$ cat src/hdl/tpgs_pkg.sv
// ----------------------------------------------------------------------------
// tpgs_pkg
// Shared types, codes and fixed widths for the toroidal probe grid scroller.
// ----------------------------------------------------------------------------
package tpgs_pkg;

  localparam int LOGICAL_BITS  = 8;
  localparam int INDEX_BITS    = 24;
  localparam int AXES          = 3;
  localparam int APB_ADDR_BITS = 4;
  localparam int APB_DATA_BITS = 32;
  localparam int RESET_COUNT   = 16;

  typedef enum logic [1:0] {
    REG_COUNT_X = 2'd0,
    REG_COUNT_Y = 2'd1,
    REG_COUNT_Z = 2'd2
  } reg_index_t;

  typedef enum logic {
    FUNC_SCROLL = 1'b0,
    FUNC_QUERY  = 1'b1
  } func_t;

  typedef enum logic [2:0] {
    SEQ_IDLE,
    SEQ_DELTA,
    SEQ_START,
    SEQ_WAIT,
    SEQ_MUL_HI,
    SEQ_MUL_MID,
    SEQ_SUM,
    SEQ_DONE
  } seq_state_t;

  typedef enum logic [1:0] {
    MOD_IDLE,
    MOD_RUN,
    MOD_FIX
  } mod_state_t;

  typedef struct packed {
    logic start;
    logic short_op;
    logic neg;
  } mod_ctrl_t;

  typedef struct packed {
    logic busy;
    logic done;
  } mod_stat_t;

  function automatic int max2(input int a, input int b);
    return (a > b) ? a : b;
  endfunction

endpackage

$ cat src/hdl/tpgs_if.sv
// ----------------------------------------------------------------------------
// tpgs_if
// Command and response channels with valid/ready handshake.
// ----------------------------------------------------------------------------
interface tpgs_cmd_if
  import tpgs_pkg::*;
#(
  parameter int CELL_BITS = 24
) ();
  logic                        valid;
  logic                        ready;
  logic                        func;
  logic signed [CELL_BITS-1:0] target_cell_x;
  logic signed [CELL_BITS-1:0] target_cell_y;
  logic signed [CELL_BITS-1:0] target_cell_z;
  logic [LOGICAL_BITS-1:0]     logical_x;
  logic [LOGICAL_BITS-1:0]     logical_y;
  logic [LOGICAL_BITS-1:0]     logical_z;

  modport source (
    output valid, func, target_cell_x, target_cell_y, target_cell_z,
           logical_x, logical_y, logical_z,
    input  ready
  );

  modport sink (
    input  valid, func, target_cell_x, target_cell_y, target_cell_z,
           logical_x, logical_y, logical_z,
    output ready
  );
endinterface

interface tpgs_rsp_if
  import tpgs_pkg::*;
#(
  parameter int COUNT_BITS = 8
) ();
  logic                  valid;
  logic                  ready;
  logic [COUNT_BITS-1:0] origin_x;
  logic [COUNT_BITS-1:0] origin_y;
  logic [COUNT_BITS-1:0] origin_z;
  logic                  moved;
  logic                  full_invalid;
  logic [COUNT_BITS-1:0] phys_x;
  logic [COUNT_BITS-1:0] phys_y;
  logic [COUNT_BITS-1:0] phys_z;
  logic [INDEX_BITS-1:0] phys_index;
  logic                  newly_exposed;

  modport source (
    output valid, origin_x, origin_y, origin_z, moved, full_invalid,
           phys_x, phys_y, phys_z, phys_index, newly_exposed,
    input  ready
  );

  modport sink (
    input  valid, origin_x, origin_y, origin_z, moved, full_invalid,
           phys_x, phys_y, phys_z, phys_index, newly_exposed,
    output ready
  );
endinterface

$ cat src/hdl/toroidal_probe_grid_scroller_core.sv
// ----------------------------------------------------------------------------
// toroidal_probe_grid_scroller_core
// Ring-buffer probe grid scroller: scroll plans and wrapped coordinate queries.
// ----------------------------------------------------------------------------
// One item is handled at a time and cmd.ready is high only while the block is
// idle; a finished result sits in an output register, so the next command can
// be taken while that response beat waits. Per axis, all modulo work runs
// through one shared bit-serial modulo unit, one bit a cycle. A query runs a
// QW-bit modulo pass per axis, with QW = max(COUNT_BITS,8)+1, and then the
// multiplier states SEQ_MUL_HI and SEQ_MUL_MID and the final sum of the linear
// index in SEQ_SUM. A scroll that changes the camera cell runs a DW-bit pass
// per axis, with DW = max(max(COUNT_BITS+1,CELL_BITS+1)+1, QW); an unchanged
// scroll only steps through SEQ_DELTA and runs no modulo pass. An axis with a
// zero count skips its modulo pass, which shortens both. Counts are written over
// APB at 0x0, 0x4 and 0x8 and must only be changed while the block is idle.
module toroidal_probe_grid_scroller_core
  import tpgs_pkg::*;
#(
  parameter int COUNT_BITS = 8,
  parameter int CELL_BITS  = 24
) (
  input  logic                     clk,
  input  logic                     rst,
  input  logic                     psel,
  input  logic                     penable,
  input  logic                     pwrite,
  input  logic [APB_ADDR_BITS-1:0] paddr,
  input  logic [APB_DATA_BITS-1:0] pwdata,
  output logic [APB_DATA_BITS-1:0] prdata,
  output logic                     pready,
  tpgs_cmd_if.sink                 cmd,
  tpgs_rsp_if.source               rsp
);

  localparam int QW = max2(COUNT_BITS, LOGICAL_BITS) + 1;
  localparam int SW = max2(COUNT_BITS + 1, CELL_BITS + 1) + 1;
  localparam int DW = max2(SW, QW);
  localparam int MW = INDEX_BITS + COUNT_BITS;
  localparam logic [1:0] LAST_AXIS = 2'(AXES - 1);

  logic [AXES-1:0][COUNT_BITS-1:0] counts;

  seq_state_t state;
  seq_state_t state_next;
  logic [1:0] axis;
  func_t      func_r;

  logic [COUNT_BITS-1:0]   ring_origin [AXES];
  logic [CELL_BITS-1:0]    camera_cell [AXES];
  logic [CELL_BITS:0]      cell_delta  [AXES];
  logic                    plan_changed;
  logic                    plan_full_invalid;

  logic [CELL_BITS-1:0]    tgt  [AXES];
  logic [LOGICAL_BITS-1:0] lg   [AXES];
  logic [COUNT_BITS-1:0]   phys [AXES];
  logic [INDEX_BITS-1:0]   prod;
  logic [INDEX_BITS-1:0]   index_r;
  logic                    nexp;

  logic                    rsp_valid;
  logic [COUNT_BITS-1:0]   rsp_origin [AXES];
  logic                    rsp_moved;
  logic                    rsp_full;
  logic [COUNT_BITS-1:0]   rsp_phys [AXES];
  logic [INDEX_BITS-1:0]   rsp_index;
  logic                    rsp_nexp;

  logic                    accept;
  logic                    changed_in;
  logic                    out_free;
  logic                    is_last;
  logic                    is_scroll;
  logic [COUNT_BITS-1:0]   cnt_cur;
  logic                    cnt_zero;
  logic [CELL_BITS:0]      d_new;
  logic [CELL_BITS:0]      d_cur;
  logic                    d_neg;
  logic                    d_pos;
  logic [CELL_BITS:0]      d_mag;
  logic [DW-1:0]           mag_w;
  logic [DW-1:0]           cnt_w;
  logic [DW-1:0]           lg_w;
  logic                    exp_axis;
  logic [DW-1:0]           s_sum;
  logic                    s_neg;
  logic [DW-1:0]           s_mag;
  logic [DW-1:0]           q_sum;

  mod_ctrl_t               mod_ctrl;
  mod_stat_t               mod_stat;
  logic [DW-1:0]           mod_dividend;
  logic [COUNT_BITS-1:0]   mod_result;

  logic                    axis_adv;
  logic [INDEX_BITS-1:0]   mul_a;
  logic [COUNT_BITS-1:0]   mul_b;
  logic [MW-1:0]           mul_full;

  tpgs_regs #(
    .COUNT_BITS(COUNT_BITS)
  ) u_regs (
    .clk    (clk),
    .rst    (rst),
    .psel   (psel),
    .penable(penable),
    .pwrite (pwrite),
    .paddr  (paddr),
    .pwdata (pwdata),
    .prdata (prdata),
    .pready (pready),
    .counts (counts)
  );

  tpgs_mod #(
    .COUNT_BITS(COUNT_BITS),
    .DW        (DW),
    .QW        (QW)
  ) u_mod (
    .clk     (clk),
    .rst     (rst),
    .ctrl    (mod_ctrl),
    .dividend(mod_dividend),
    .modulus (cnt_cur),
    .result  (mod_result),
    .stat    (mod_stat)
  );

  assign accept     = cmd.valid && cmd.ready;
  assign changed_in = (cmd.target_cell_x != camera_cell[0]) ||
                      (cmd.target_cell_y != camera_cell[1]) ||
                      (cmd.target_cell_z != camera_cell[2]);
  assign out_free   = !rsp_valid || rsp.ready;
  assign is_last    = (axis == LAST_AXIS);
  assign is_scroll  = (func_r == FUNC_SCROLL);
  assign cnt_cur    = counts[axis];
  assign cnt_zero   = (cnt_cur == '0);

  // per-axis delta and exposure terms
  assign d_new    = {tgt[axis][CELL_BITS-1], tgt[axis]} -
                    {camera_cell[axis][CELL_BITS-1], camera_cell[axis]};
  assign d_cur    = cell_delta[axis];
  assign d_neg    = d_cur[CELL_BITS];
  assign d_pos    = !d_neg && (d_cur != '0);
  assign d_mag    = d_neg ? (~d_cur + 1'b1) : d_cur;
  assign mag_w    = {{(DW-CELL_BITS-1){1'b0}}, d_mag};
  assign cnt_w    = {{(DW-COUNT_BITS){1'b0}}, cnt_cur};
  assign lg_w     = {{(DW-LOGICAL_BITS){1'b0}}, lg[axis]};
  assign exp_axis = (d_pos && (mag_w <= cnt_w) && ((lg_w + mag_w) >= cnt_w)) ||
                    (d_neg && (lg_w < mag_w));

  // origin plus delta, taken apart into sign and magnitude for the modulo unit
  assign s_sum = {{(DW-COUNT_BITS){1'b0}}, ring_origin[axis]} +
                 {{(DW-CELL_BITS-1){d_cur[CELL_BITS]}}, d_cur};
  assign s_neg = s_sum[DW-1];
  assign s_mag = s_neg ? (~s_sum + 1'b1) : s_sum;
  assign q_sum = lg_w + {{(DW-COUNT_BITS){1'b0}}, ring_origin[axis]};

  assign mul_full = MW'(mul_a) * MW'(mul_b);

  always_comb begin
    state_next = state;
    case (state)
      SEQ_IDLE: begin
        if (accept) begin
          state_next = (func_t'(cmd.func) == FUNC_SCROLL) ? SEQ_DELTA : SEQ_START;
        end
      end
      SEQ_DELTA: begin
        if (plan_changed && !cnt_zero) begin
          state_next = SEQ_START;
        end else if (is_last) begin
          state_next = SEQ_DONE;
        end
      end
      SEQ_START: begin
        if (!cnt_zero) begin
          if (!mod_stat.busy) begin
            state_next = SEQ_WAIT;
          end
        end else if (is_last) begin
          state_next = SEQ_MUL_HI;
        end
      end
      SEQ_WAIT: begin
        if (mod_stat.done) begin
          if (is_last) begin
            state_next = is_scroll ? SEQ_DONE : SEQ_MUL_HI;
          end else begin
            state_next = is_scroll ? SEQ_DELTA : SEQ_START;
          end
        end
      end
      SEQ_MUL_HI:  state_next = SEQ_MUL_MID;
      SEQ_MUL_MID: state_next = SEQ_SUM;
      SEQ_SUM:     state_next = SEQ_DONE;
      SEQ_DONE: begin
        if (out_free) begin
          state_next = SEQ_IDLE;
        end
      end
      default: state_next = SEQ_IDLE;
    endcase
  end

  always_comb begin
    cmd.ready         = (state == SEQ_IDLE);
    mod_ctrl.start    = (state == SEQ_START) && !cnt_zero && !mod_stat.busy;
    mod_ctrl.short_op = !is_scroll;
    mod_ctrl.neg      = is_scroll && s_neg;
    mod_dividend      = is_scroll ? s_mag : q_sum;
    axis_adv          = 1'b0;
    mul_a             = INDEX_BITS'(phys[2]);
    mul_b             = counts[1];
    case (state)
      SEQ_DELTA:   axis_adv = !(plan_changed && !cnt_zero);
      SEQ_START:   axis_adv = cnt_zero;
      SEQ_WAIT:    axis_adv = mod_stat.done;
      SEQ_MUL_MID: begin
        mul_a = INDEX_BITS'(phys[1]) + prod;
        mul_b = counts[0];
      end
      default: ;
    endcase
  end

  always_ff @(posedge clk) begin
    if (rst) begin
      state             <= SEQ_IDLE;
      axis              <= '0;
      plan_changed      <= 1'b0;
      plan_full_invalid <= 1'b0;
      rsp_valid         <= 1'b0;
      for (int a = 0; a < AXES; a++) begin
        ring_origin[a] <= '0;
        camera_cell[a] <= '0;
        cell_delta[a]  <= '0;
      end
    end else begin
      state <= state_next;
      if (axis_adv) begin
        axis <= is_last ? 2'd0 : axis + 2'd1;
      end
      case (state)
        SEQ_IDLE: begin
          if (accept) begin
            axis   <= '0;
            func_r <= func_t'(cmd.func);
            tgt[0] <= cmd.target_cell_x;
            tgt[1] <= cmd.target_cell_y;
            tgt[2] <= cmd.target_cell_z;
            lg[0]  <= cmd.logical_x;
            lg[1]  <= cmd.logical_y;
            lg[2]  <= cmd.logical_z;
            for (int a = 0; a < AXES; a++) begin
              phys[a] <= '0;
            end
            index_r <= '0;
            nexp    <= 1'b0;
            if (func_t'(cmd.func) == FUNC_SCROLL) begin
              plan_changed      <= changed_in;
              plan_full_invalid <= 1'b0;
            end
          end
        end
        SEQ_DELTA: begin
          cell_delta[axis]  <= d_new;
          camera_cell[axis] <= tgt[axis];
          if (plan_changed && cnt_zero) begin
            ring_origin[axis] <= '0;
            plan_full_invalid <= 1'b1;
          end
        end
        SEQ_START: begin
          if (is_scroll) begin
            if (mag_w >= cnt_w) begin
              plan_full_invalid <= 1'b1;
            end
          end else if (plan_changed) begin
            nexp <= nexp || plan_full_invalid || exp_axis;
          end
        end
        SEQ_WAIT: begin
          if (mod_stat.done) begin
            if (is_scroll) begin
              ring_origin[axis] <= mod_result;
            end else begin
              phys[axis] <= mod_result;
            end
          end
        end
        SEQ_MUL_HI, SEQ_MUL_MID: prod <= mul_full[INDEX_BITS-1:0];
        SEQ_SUM: index_r <= INDEX_BITS'(phys[0]) + prod;
        default: ;
      endcase
      rsp_valid <= (state == SEQ_DONE && out_free) || (rsp_valid && !rsp.ready);
    end
  end

  // response beat payload
  always_ff @(posedge clk) begin
    if (state == SEQ_DONE && out_free) begin
      for (int a = 0; a < AXES; a++) begin
        rsp_origin[a] <= ring_origin[a];
        rsp_phys[a]   <= phys[a];
      end
      rsp_moved <= plan_changed;
      rsp_full  <= plan_full_invalid;
      rsp_index <= index_r;
      rsp_nexp  <= nexp;
    end
  end

  assign rsp.valid         = rsp_valid;
  assign rsp.origin_x      = rsp_origin[0];
  assign rsp.origin_y      = rsp_origin[1];
  assign rsp.origin_z      = rsp_origin[2];
  assign rsp.moved         = rsp_moved;
  assign rsp.full_invalid  = rsp_full;
  assign rsp.phys_x        = rsp_phys[0];
  assign rsp.phys_y        = rsp_phys[1];
  assign rsp.phys_z        = rsp_phys[2];
  assign rsp.phys_index    = rsp_index;
  assign rsp.newly_exposed = rsp_nexp;

endmodule

$ cat src/hdl/tpgs_regs.sv
// ----------------------------------------------------------------------------
// tpgs_regs
// APB register file holding the per-axis probe counts.
// ----------------------------------------------------------------------------
module tpgs_regs
  import tpgs_pkg::*;
#(
  parameter int COUNT_BITS = 8
) (
  input  logic                                 clk,
  input  logic                                 rst,
  input  logic                                 psel,
  input  logic                                 penable,
  input  logic                                 pwrite,
  input  logic [APB_ADDR_BITS-1:0]             paddr,
  input  logic [APB_DATA_BITS-1:0]             pwdata,
  output logic [APB_DATA_BITS-1:0]             prdata,
  output logic                                 pready,
  output logic [AXES-1:0][COUNT_BITS-1:0]      counts
);

  reg_index_t idx;
  logic       wr_en;

  assign idx    = reg_index_t'(paddr[APB_ADDR_BITS-1:2]);
  assign pready = 1'b1;
  assign wr_en  = psel && penable && pwrite && pready;

  always_ff @(posedge clk) begin
    if (rst) begin
      for (int a = 0; a < AXES; a++) begin
        counts[a] <= COUNT_BITS'(RESET_COUNT);
      end
    end else if (wr_en) begin
      case (idx)
        REG_COUNT_X: counts[0] <= pwdata[COUNT_BITS-1:0];
        REG_COUNT_Y: counts[1] <= pwdata[COUNT_BITS-1:0];
        REG_COUNT_Z: counts[2] <= pwdata[COUNT_BITS-1:0];
        default: ;
      endcase
    end
  end

  always_comb begin
    case (idx)
      REG_COUNT_X: prdata = APB_DATA_BITS'(counts[0]);
      REG_COUNT_Y: prdata = APB_DATA_BITS'(counts[1]);
      REG_COUNT_Z: prdata = APB_DATA_BITS'(counts[2]);
      default:     prdata = '0;
    endcase
  end

endmodule

$ cat src/hdl/tpgs_mod.sv
// ----------------------------------------------------------------------------
// tpgs_mod
// Bit-serial restoring modulo unit with floor correction for negative values.
// ----------------------------------------------------------------------------
module tpgs_mod
  import tpgs_pkg::*;
#(
  parameter int COUNT_BITS = 8,
  parameter int DW         = 26,
  parameter int QW         = 9
) (
  input  logic                  clk,
  input  logic                  rst,
  input  mod_ctrl_t             ctrl,
  input  logic [DW-1:0]         dividend,
  input  logic [COUNT_BITS-1:0] modulus,
  output logic [COUNT_BITS-1:0] result,
  output mod_stat_t             stat
);

  localparam int CW = $clog2(DW + 1);

  mod_state_t            state;
  mod_state_t            state_next;
  logic [DW-1:0]         dvd;
  logic [COUNT_BITS-1:0] rem;
  logic [CW-1:0]         cnt;
  logic                  neg_r;
  logic [COUNT_BITS:0]   rem_sh;
  logic [COUNT_BITS:0]   n_ext;
  logic [COUNT_BITS-1:0] rem_step;

  assign rem_sh   = {rem, dvd[DW-1]};
  assign n_ext    = {1'b0, modulus};
  assign rem_step = (rem_sh >= n_ext) ? COUNT_BITS'(rem_sh - n_ext)
                                      : rem_sh[COUNT_BITS-1:0];

  always_comb begin
    case (state)
      MOD_IDLE: state_next = ctrl.start ? MOD_RUN : MOD_IDLE;
      MOD_RUN:  state_next = (cnt == CW'(1)) ? MOD_FIX : MOD_RUN;
      MOD_FIX:  state_next = MOD_IDLE;
      default:  state_next = MOD_IDLE;
    endcase
  end

  always_comb begin
    stat.busy = (state != MOD_IDLE);
    stat.done = (state == MOD_FIX);
    result    = (neg_r && rem != '0) ? (modulus - rem) : rem;
  end

  always_ff @(posedge clk) begin
    if (rst) begin
      state <= MOD_IDLE;
    end else begin
      state <= state_next;
    end
  end

  always_ff @(posedge clk) begin
    case (state)
      MOD_IDLE: begin
        if (ctrl.start) begin
          rem   <= '0;
          neg_r <= ctrl.neg;
          if (ctrl.short_op) begin
            dvd <= dividend << (DW - QW);
            cnt <= CW'(QW);
          end else begin
            dvd <= dividend;
            cnt <= CW'(DW);
          end
        end
      end
      MOD_RUN: begin
        rem <= rem_step;
        dvd <= dvd << 1;
        cnt <= cnt - CW'(1);
      end
      default: ;
    endcase
  end

endmodule

$ cat src/flat_wrapper.sv
// flat-port wrapper written by rule: the top's interface ports become plain ports
module toroidal_probe_grid_scroller_core_flat import tpgs_pkg::*;
#(
  parameter int COUNT_BITS = 8,
  parameter int CELL_BITS  = 24
)
  (clk, rst, psel, penable, pwrite, paddr, pwdata, prdata, pready, cmd_valid, cmd_func, cmd_target_cell_x, cmd_target_cell_y, cmd_target_cell_z, cmd_logical_x, cmd_logical_y, cmd_logical_z, cmd_ready, rsp_valid, rsp_origin_x, rsp_origin_y, rsp_origin_z, rsp_moved, rsp_full_invalid, rsp_phys_x, rsp_phys_y, rsp_phys_z, rsp_phys_index, rsp_newly_exposed, rsp_ready);
  tpgs_cmd_if #(.CELL_BITS(CELL_BITS)) cmd_i ();
  tpgs_rsp_if #(.COUNT_BITS(COUNT_BITS)) rsp_i ();
  input  logic clk;
  input  logic rst;
  input  logic psel;
  input  logic penable;
  input  logic pwrite;
  input  logic [APB_ADDR_BITS-1:0] paddr;
  input  logic [APB_DATA_BITS-1:0] pwdata;
  output logic [APB_DATA_BITS-1:0] prdata;
  output logic pready;
  input wire logic [$bits(cmd_i.valid)-1:0] cmd_valid;
  input wire logic [$bits(cmd_i.func)-1:0] cmd_func;
  input wire logic [$bits(cmd_i.target_cell_x)-1:0] cmd_target_cell_x;
  input wire logic [$bits(cmd_i.target_cell_y)-1:0] cmd_target_cell_y;
  input wire logic [$bits(cmd_i.target_cell_z)-1:0] cmd_target_cell_z;
  input wire logic [$bits(cmd_i.logical_x)-1:0] cmd_logical_x;
  input wire logic [$bits(cmd_i.logical_y)-1:0] cmd_logical_y;
  input wire logic [$bits(cmd_i.logical_z)-1:0] cmd_logical_z;
  output wire logic [$bits(cmd_i.ready)-1:0] cmd_ready;
  output wire logic [$bits(rsp_i.valid)-1:0] rsp_valid;
  output wire logic [$bits(rsp_i.origin_x)-1:0] rsp_origin_x;
  output wire logic [$bits(rsp_i.origin_y)-1:0] rsp_origin_y;
  output wire logic [$bits(rsp_i.origin_z)-1:0] rsp_origin_z;
  output wire logic [$bits(rsp_i.moved)-1:0] rsp_moved;
  output wire logic [$bits(rsp_i.full_invalid)-1:0] rsp_full_invalid;
  output wire logic [$bits(rsp_i.phys_x)-1:0] rsp_phys_x;
  output wire logic [$bits(rsp_i.phys_y)-1:0] rsp_phys_y;
  output wire logic [$bits(rsp_i.phys_z)-1:0] rsp_phys_z;
  output wire logic [$bits(rsp_i.phys_index)-1:0] rsp_phys_index;
  output wire logic [$bits(rsp_i.newly_exposed)-1:0] rsp_newly_exposed;
  input wire logic [$bits(rsp_i.ready)-1:0] rsp_ready;
  assign cmd_i.valid = cmd_valid;
  assign cmd_i.func = cmd_func;
  assign cmd_i.target_cell_x = cmd_target_cell_x;
  assign cmd_i.target_cell_y = cmd_target_cell_y;
  assign cmd_i.target_cell_z = cmd_target_cell_z;
  assign cmd_i.logical_x = cmd_logical_x;
  assign cmd_i.logical_y = cmd_logical_y;
  assign cmd_i.logical_z = cmd_logical_z;
  assign cmd_ready = cmd_i.ready;
  assign rsp_valid = rsp_i.valid;
  assign rsp_origin_x = rsp_i.origin_x;
  assign rsp_origin_y = rsp_i.origin_y;
  assign rsp_origin_z = rsp_i.origin_z;
  assign rsp_moved = rsp_i.moved;
  assign rsp_full_invalid = rsp_i.full_invalid;
  assign rsp_phys_x = rsp_i.phys_x;
  assign rsp_phys_y = rsp_i.phys_y;
  assign rsp_phys_z = rsp_i.phys_z;
  assign rsp_phys_index = rsp_i.phys_index;
  assign rsp_newly_exposed = rsp_i.newly_exposed;
  assign rsp_i.ready = rsp_ready;
  toroidal_probe_grid_scroller_core #(.COUNT_BITS(COUNT_BITS), .CELL_BITS(CELL_BITS)) u_core (.clk(clk), .rst(rst), .psel(psel), .penable(penable), .pwrite(pwrite), .paddr(paddr), .pwdata(pwdata), .prdata(prdata), .pready(pready), .cmd(cmd_i), .rsp(rsp_i));
endmodule
$ cat config.mk
export PLATFORM = sky130hd
export DESIGN_NAME = toroidal_probe_grid_scroller_core_flat
export DESIGN_NICKNAME = d
export VERILOG_FILES = /design/src/hdl/tpgs_pkg.sv /design/src/hdl/tpgs_if.sv /design/src/hdl/toroidal_probe_grid_scroller_core.sv /design/src/hdl/tpgs_regs.sv /design/src/hdl/tpgs_mod.sv /design/src/flat_wrapper.sv
export SDC_FILE = /design/constraint.sdc
export NUM_CORES = 1
export LEC_CHECK = 0
export BUFFER_PORTS_ARGS = -buffer_cell sky130_fd_sc_hd__buf_2
export CAP_MARGIN = 10
export CORE_MARGIN = 4
export CORE_UTILIZATION = 35
export DETAILED_ROUTE_END_ITERATION = 16
export PLACE_DENSITY_LB_ADDON = 0.15
export SETUP_SLACK_MARGIN = 0.3
export SYNTH_ARGS = -nofsm -noshare
export SYNTH_HDL_FRONTEND = slang
export SYNTH_SLANG_ARGS = --single-unit
$ cat constraint.sdc
create_clock -name clk -period 7.9 [get_ports clk]
set_input_delay 0 -clock clk [delete_from_list [all_inputs] [get_ports clk]]
set_output_delay 0 -clock clk [all_outputs]
set_load 0.05 [all_outputs]
==> impl_results.md <==
- Max Buffers Root-to-Sink: 3
- Global-route wire length before repair: 149.4 mm
- Num CTS Buffers: 66
- Internal: 6.877 mW
- Yosys top cell area share: 0.4646
- Worst VDD drop: 167.6 uV
- Avg Vias per Cell: 5.154
- Boundary pin count: 250
- Initial core utilization: 0.3542
- P&R area growth vs syn: 17.27%
- Slew @ Worst Pin: 1.216 ns
- Setup Viol. Count Final: 0
- Logic gate share of total power: 0.376
- Async set-reset flop share out of synthesis: 0
- Fmax: 0.1401 GHz
- Post-DRT Antenna Nets: 0
- Port bufs: 198
- Final Cycle Share: 0.9034
- Switching Fraction: 0.3723
- Status: finished clean
- Mapped Cells: 2981
- Share of post-route cells with drive strength above 1: 0.1390
- Seq pwr share: 0.351
- Critical-path maximum fanout: 6
- Die Ht: 315.8 um
- Pins Over Slew Limit: 0
- Detail Placement HPWL: 71.45 mm
- Critical Path End Type: flop
- Post-synth EDFFs: 513
- Post-Route WL: 98.02 mm
- Top cells by area, synth: edfxtp_1 (46%), fa_1 (7.0%), nor2_1 (5.8%), ha_1 (5.2%), mux4_2 (3.8%)
- Most common cell in the synthesized netlist: nor2_1
- Max Cap Violations: 0
- Clk_skew: 0.02336 ns
- Clock-pin slew on the worst setup and hold paths: 0.06 ns
- DRT iter0 DRCs: 1929
- Total track usage: 0.1959
- CP max stage cell: fa_1
- Total Power: 10.95 mW
- CTS H-Tree Depth: 3
- Yosys top cell by area: edfxtp_1
- Worst skew pair latency: 0.62 ns
- Gpl congestion: 0.9126
- Diodes inserted: 0
- RSZ-0062 raised after global routing: true
- Width of the chip: 315.8 um
- Clock share of power: 0.274
- Final min period: 7.137 ns
- Flops & latches, synth: 547
- Most frequent CP cell: fa_1
- Number of global-route vias before repair: 24570
- Delay-heaviest family, CP: adder cells
- Crit path launch: u_core.prod[0]
- Worst slack at placement: 0.5796 ns
- Post-synth top cells: nor2_1 (516), edfxtp_1 (513), inv_1 (266)
- Mean post-synth cell area: 11.12 um^2
- P_leak: 15.28 nW
- Clock Sinks: 547
- Post-synthesis sequential area ratio: 0.4851
- Largest stage delay, worst path: 0.56 ns
- Min-delay src: pwrite
- Final Hold Fails: 0
- Post-route DRC violation count: 0
- PnR worst setup slack: 0.7634 ns
- Yosys cell types: 78
- Fill cells: 9025
- Via count: 23710
- Pre-Repair DR Iteration Count: 8
- Routed wire per std cell: 21.31 um
- CTS tree: built
- Setup TNS: 0 ns
- Initial antenna violation count: 3
- Top_reg_cell synth: edfxtp_1
- Critical path required time: 8.27 ns
- Die footprint: 99730 um^2
- Total gr overflow: 0
- Switching power: 4.078 mW
- WP data arrival: 7.51 ns
- Clk root buf: clkbuf_16
- Fin nets: 3687
- WP buf/inv: 3
- Final core occ: 0.4154
- Slew headroom: 0.1808
- CP Launch Type: flop
- Power density over the cells: 281.7 nW/um^2
- Number of post-CTS setup repair buffers: 0
- Largest net degree at the start of global routing: 75
- YS warnings: 0
- Cell area after synthesis: 33160 um^2
- Core box area: 93610 um^2
- WS Path Type: reg -> reg
- HP Class: in -> reg
- Worst r2r src: u_core.prod[0]
- Row Count: 112
-- power by group through the flow --
stage	combinational, mW	sequential, mW	clock (mW)
global route	4.56	3.88	3.20
detailed placement	4.05	3.90	0
finish	4.11	3.84	3.00
global placement	3.98	3.89	0
CTS	4.12	3.85	3.07
floorplan	2.97	3.81	0
-- path summary, 6_finish.rpt --
check / cells past startpoint / slack (ns) / to
hold / removal: 6 / 0.06 / u_core.u_regs.counts[21]
hold reg to reg: 0 / 0.40 / u_core.rsp.phys_index[21]
setup / recovery: 29 / 0.76 / u_core.prod[23]
setup reg to reg: 29 / 0.76 / u_core.prod[23]
-- cells in the final DEF, fill, tap and decap left out, drive strengths merged, types with 30 or more instances in the layout --
cell type	instances
a21oi	124
nand4	30
edfxtp	513
a21o	38
or2	34
clkbuf	88
nor2b	31
dfxtp	34
inv	274
mux2i	92
xor2	121
fa	116
nor2	516
nand3	47
ha	139
nand2	143
dlygate4sd3	112
mux4	56
nor3	45
xnor2	115
o21ai	98
buf	244
-- cell families (layout without fill, tap and decap cells) --
| kind of cell | after synthesis | after routing | share of synthesized area |
|---|---|---|---|
| adder cells (fa/ha/maj) | 255 | 255 | 0.1225 |
| AND/OR/NAND/NOR | 988 | 988 | 0.1364 |
| AO/OA/AOI/OAI | 395 | 395 | 0.07453 |
| flip-flops | 547 | 547 | 0.4851 |
| buffers and inverters | 402 | 744 | 0.04936 |
| other | 2 | 25 | 0.0002265 |
| XOR/XNOR | 239 | 239 | 0.06438 |
| multiplexers | 153 | 153 | 0.06751 |
-- worst min-delay path, delay by kind of cell --
family / cells / cell delay [ns]
AND/OR/NAND/NOR: 3 / 0.23
buffers and inverters: 2 / 0.27
multiplexers: 1 / 0.13
-- registers in the layout (all words and copies together) (netlist names), 2 cells and up --
register	count
u_core.u_mod.dvd	26
u_core.u_regs.counts	24
u_core.ring_origin	32
u_core.rsp.phys_index	24
u_core.prod	24
u_core.phys	24
u_core.u_mod.cnt	5
u_core.axis	2
u_core.rsp_phys	24
u_core.rsp_origin	24
u_core.camera_cell	96
u_core.tgt	72
u_core.index_r	24
u_core.lg	24
u_core.state	3
u_core.u_mod.rem	8
u_core.u_mod.state	2
u_core.cell_delta	100
-- metrics by stage --
step	instance area (um^2)	hold WS, ns	instances
2_1_floorplan	33240	0.09887	3004
3_3_place_gp	35620	0.1771	4366
3_5_place_dp	35620	0.1781	4366
4_1_cts	38870	0.01330	4600
5_1_grt	38880	0.07081	4600
6_report	38880	0.06005	4600
-- per-layer routing --
metal  up-vias  track usage  wire (um)
li1      11020            -          -
met1     11880       0.2481      40950
met2       642       0.3456      49400
met3       161      0.02825       4543
met4         4      0.06320       3112
met5         -            0         27
-- timing repair --
| item | 4_1_cts | 5_1_grt |
|---|---|---|
| resized for setup | 0 | 6 |
| hold endpoints to repair | 126 | 0 |
| setup endpoints to repair | 0 | 3 |
| hold buffers | 112 | 0 |
-- final cells by class --
class | count | area [um^2] | share of cell area
flip-flops and latches | 547 | 16090 | 0.4139
repair buffers | 356 | 2482 | 0.06384
inverters | 266 | 998.5 | 0.02568
multi-input cells | 2055 | 15610 | 0.4016
clock buffers | 88 | 1807 | 0.04647
well taps | 1254 | 1569 | 0.04035
clock inverters | 34 | 320.3 | 0.008238
No activity file was read; power rests on OpenSTA's default activity.
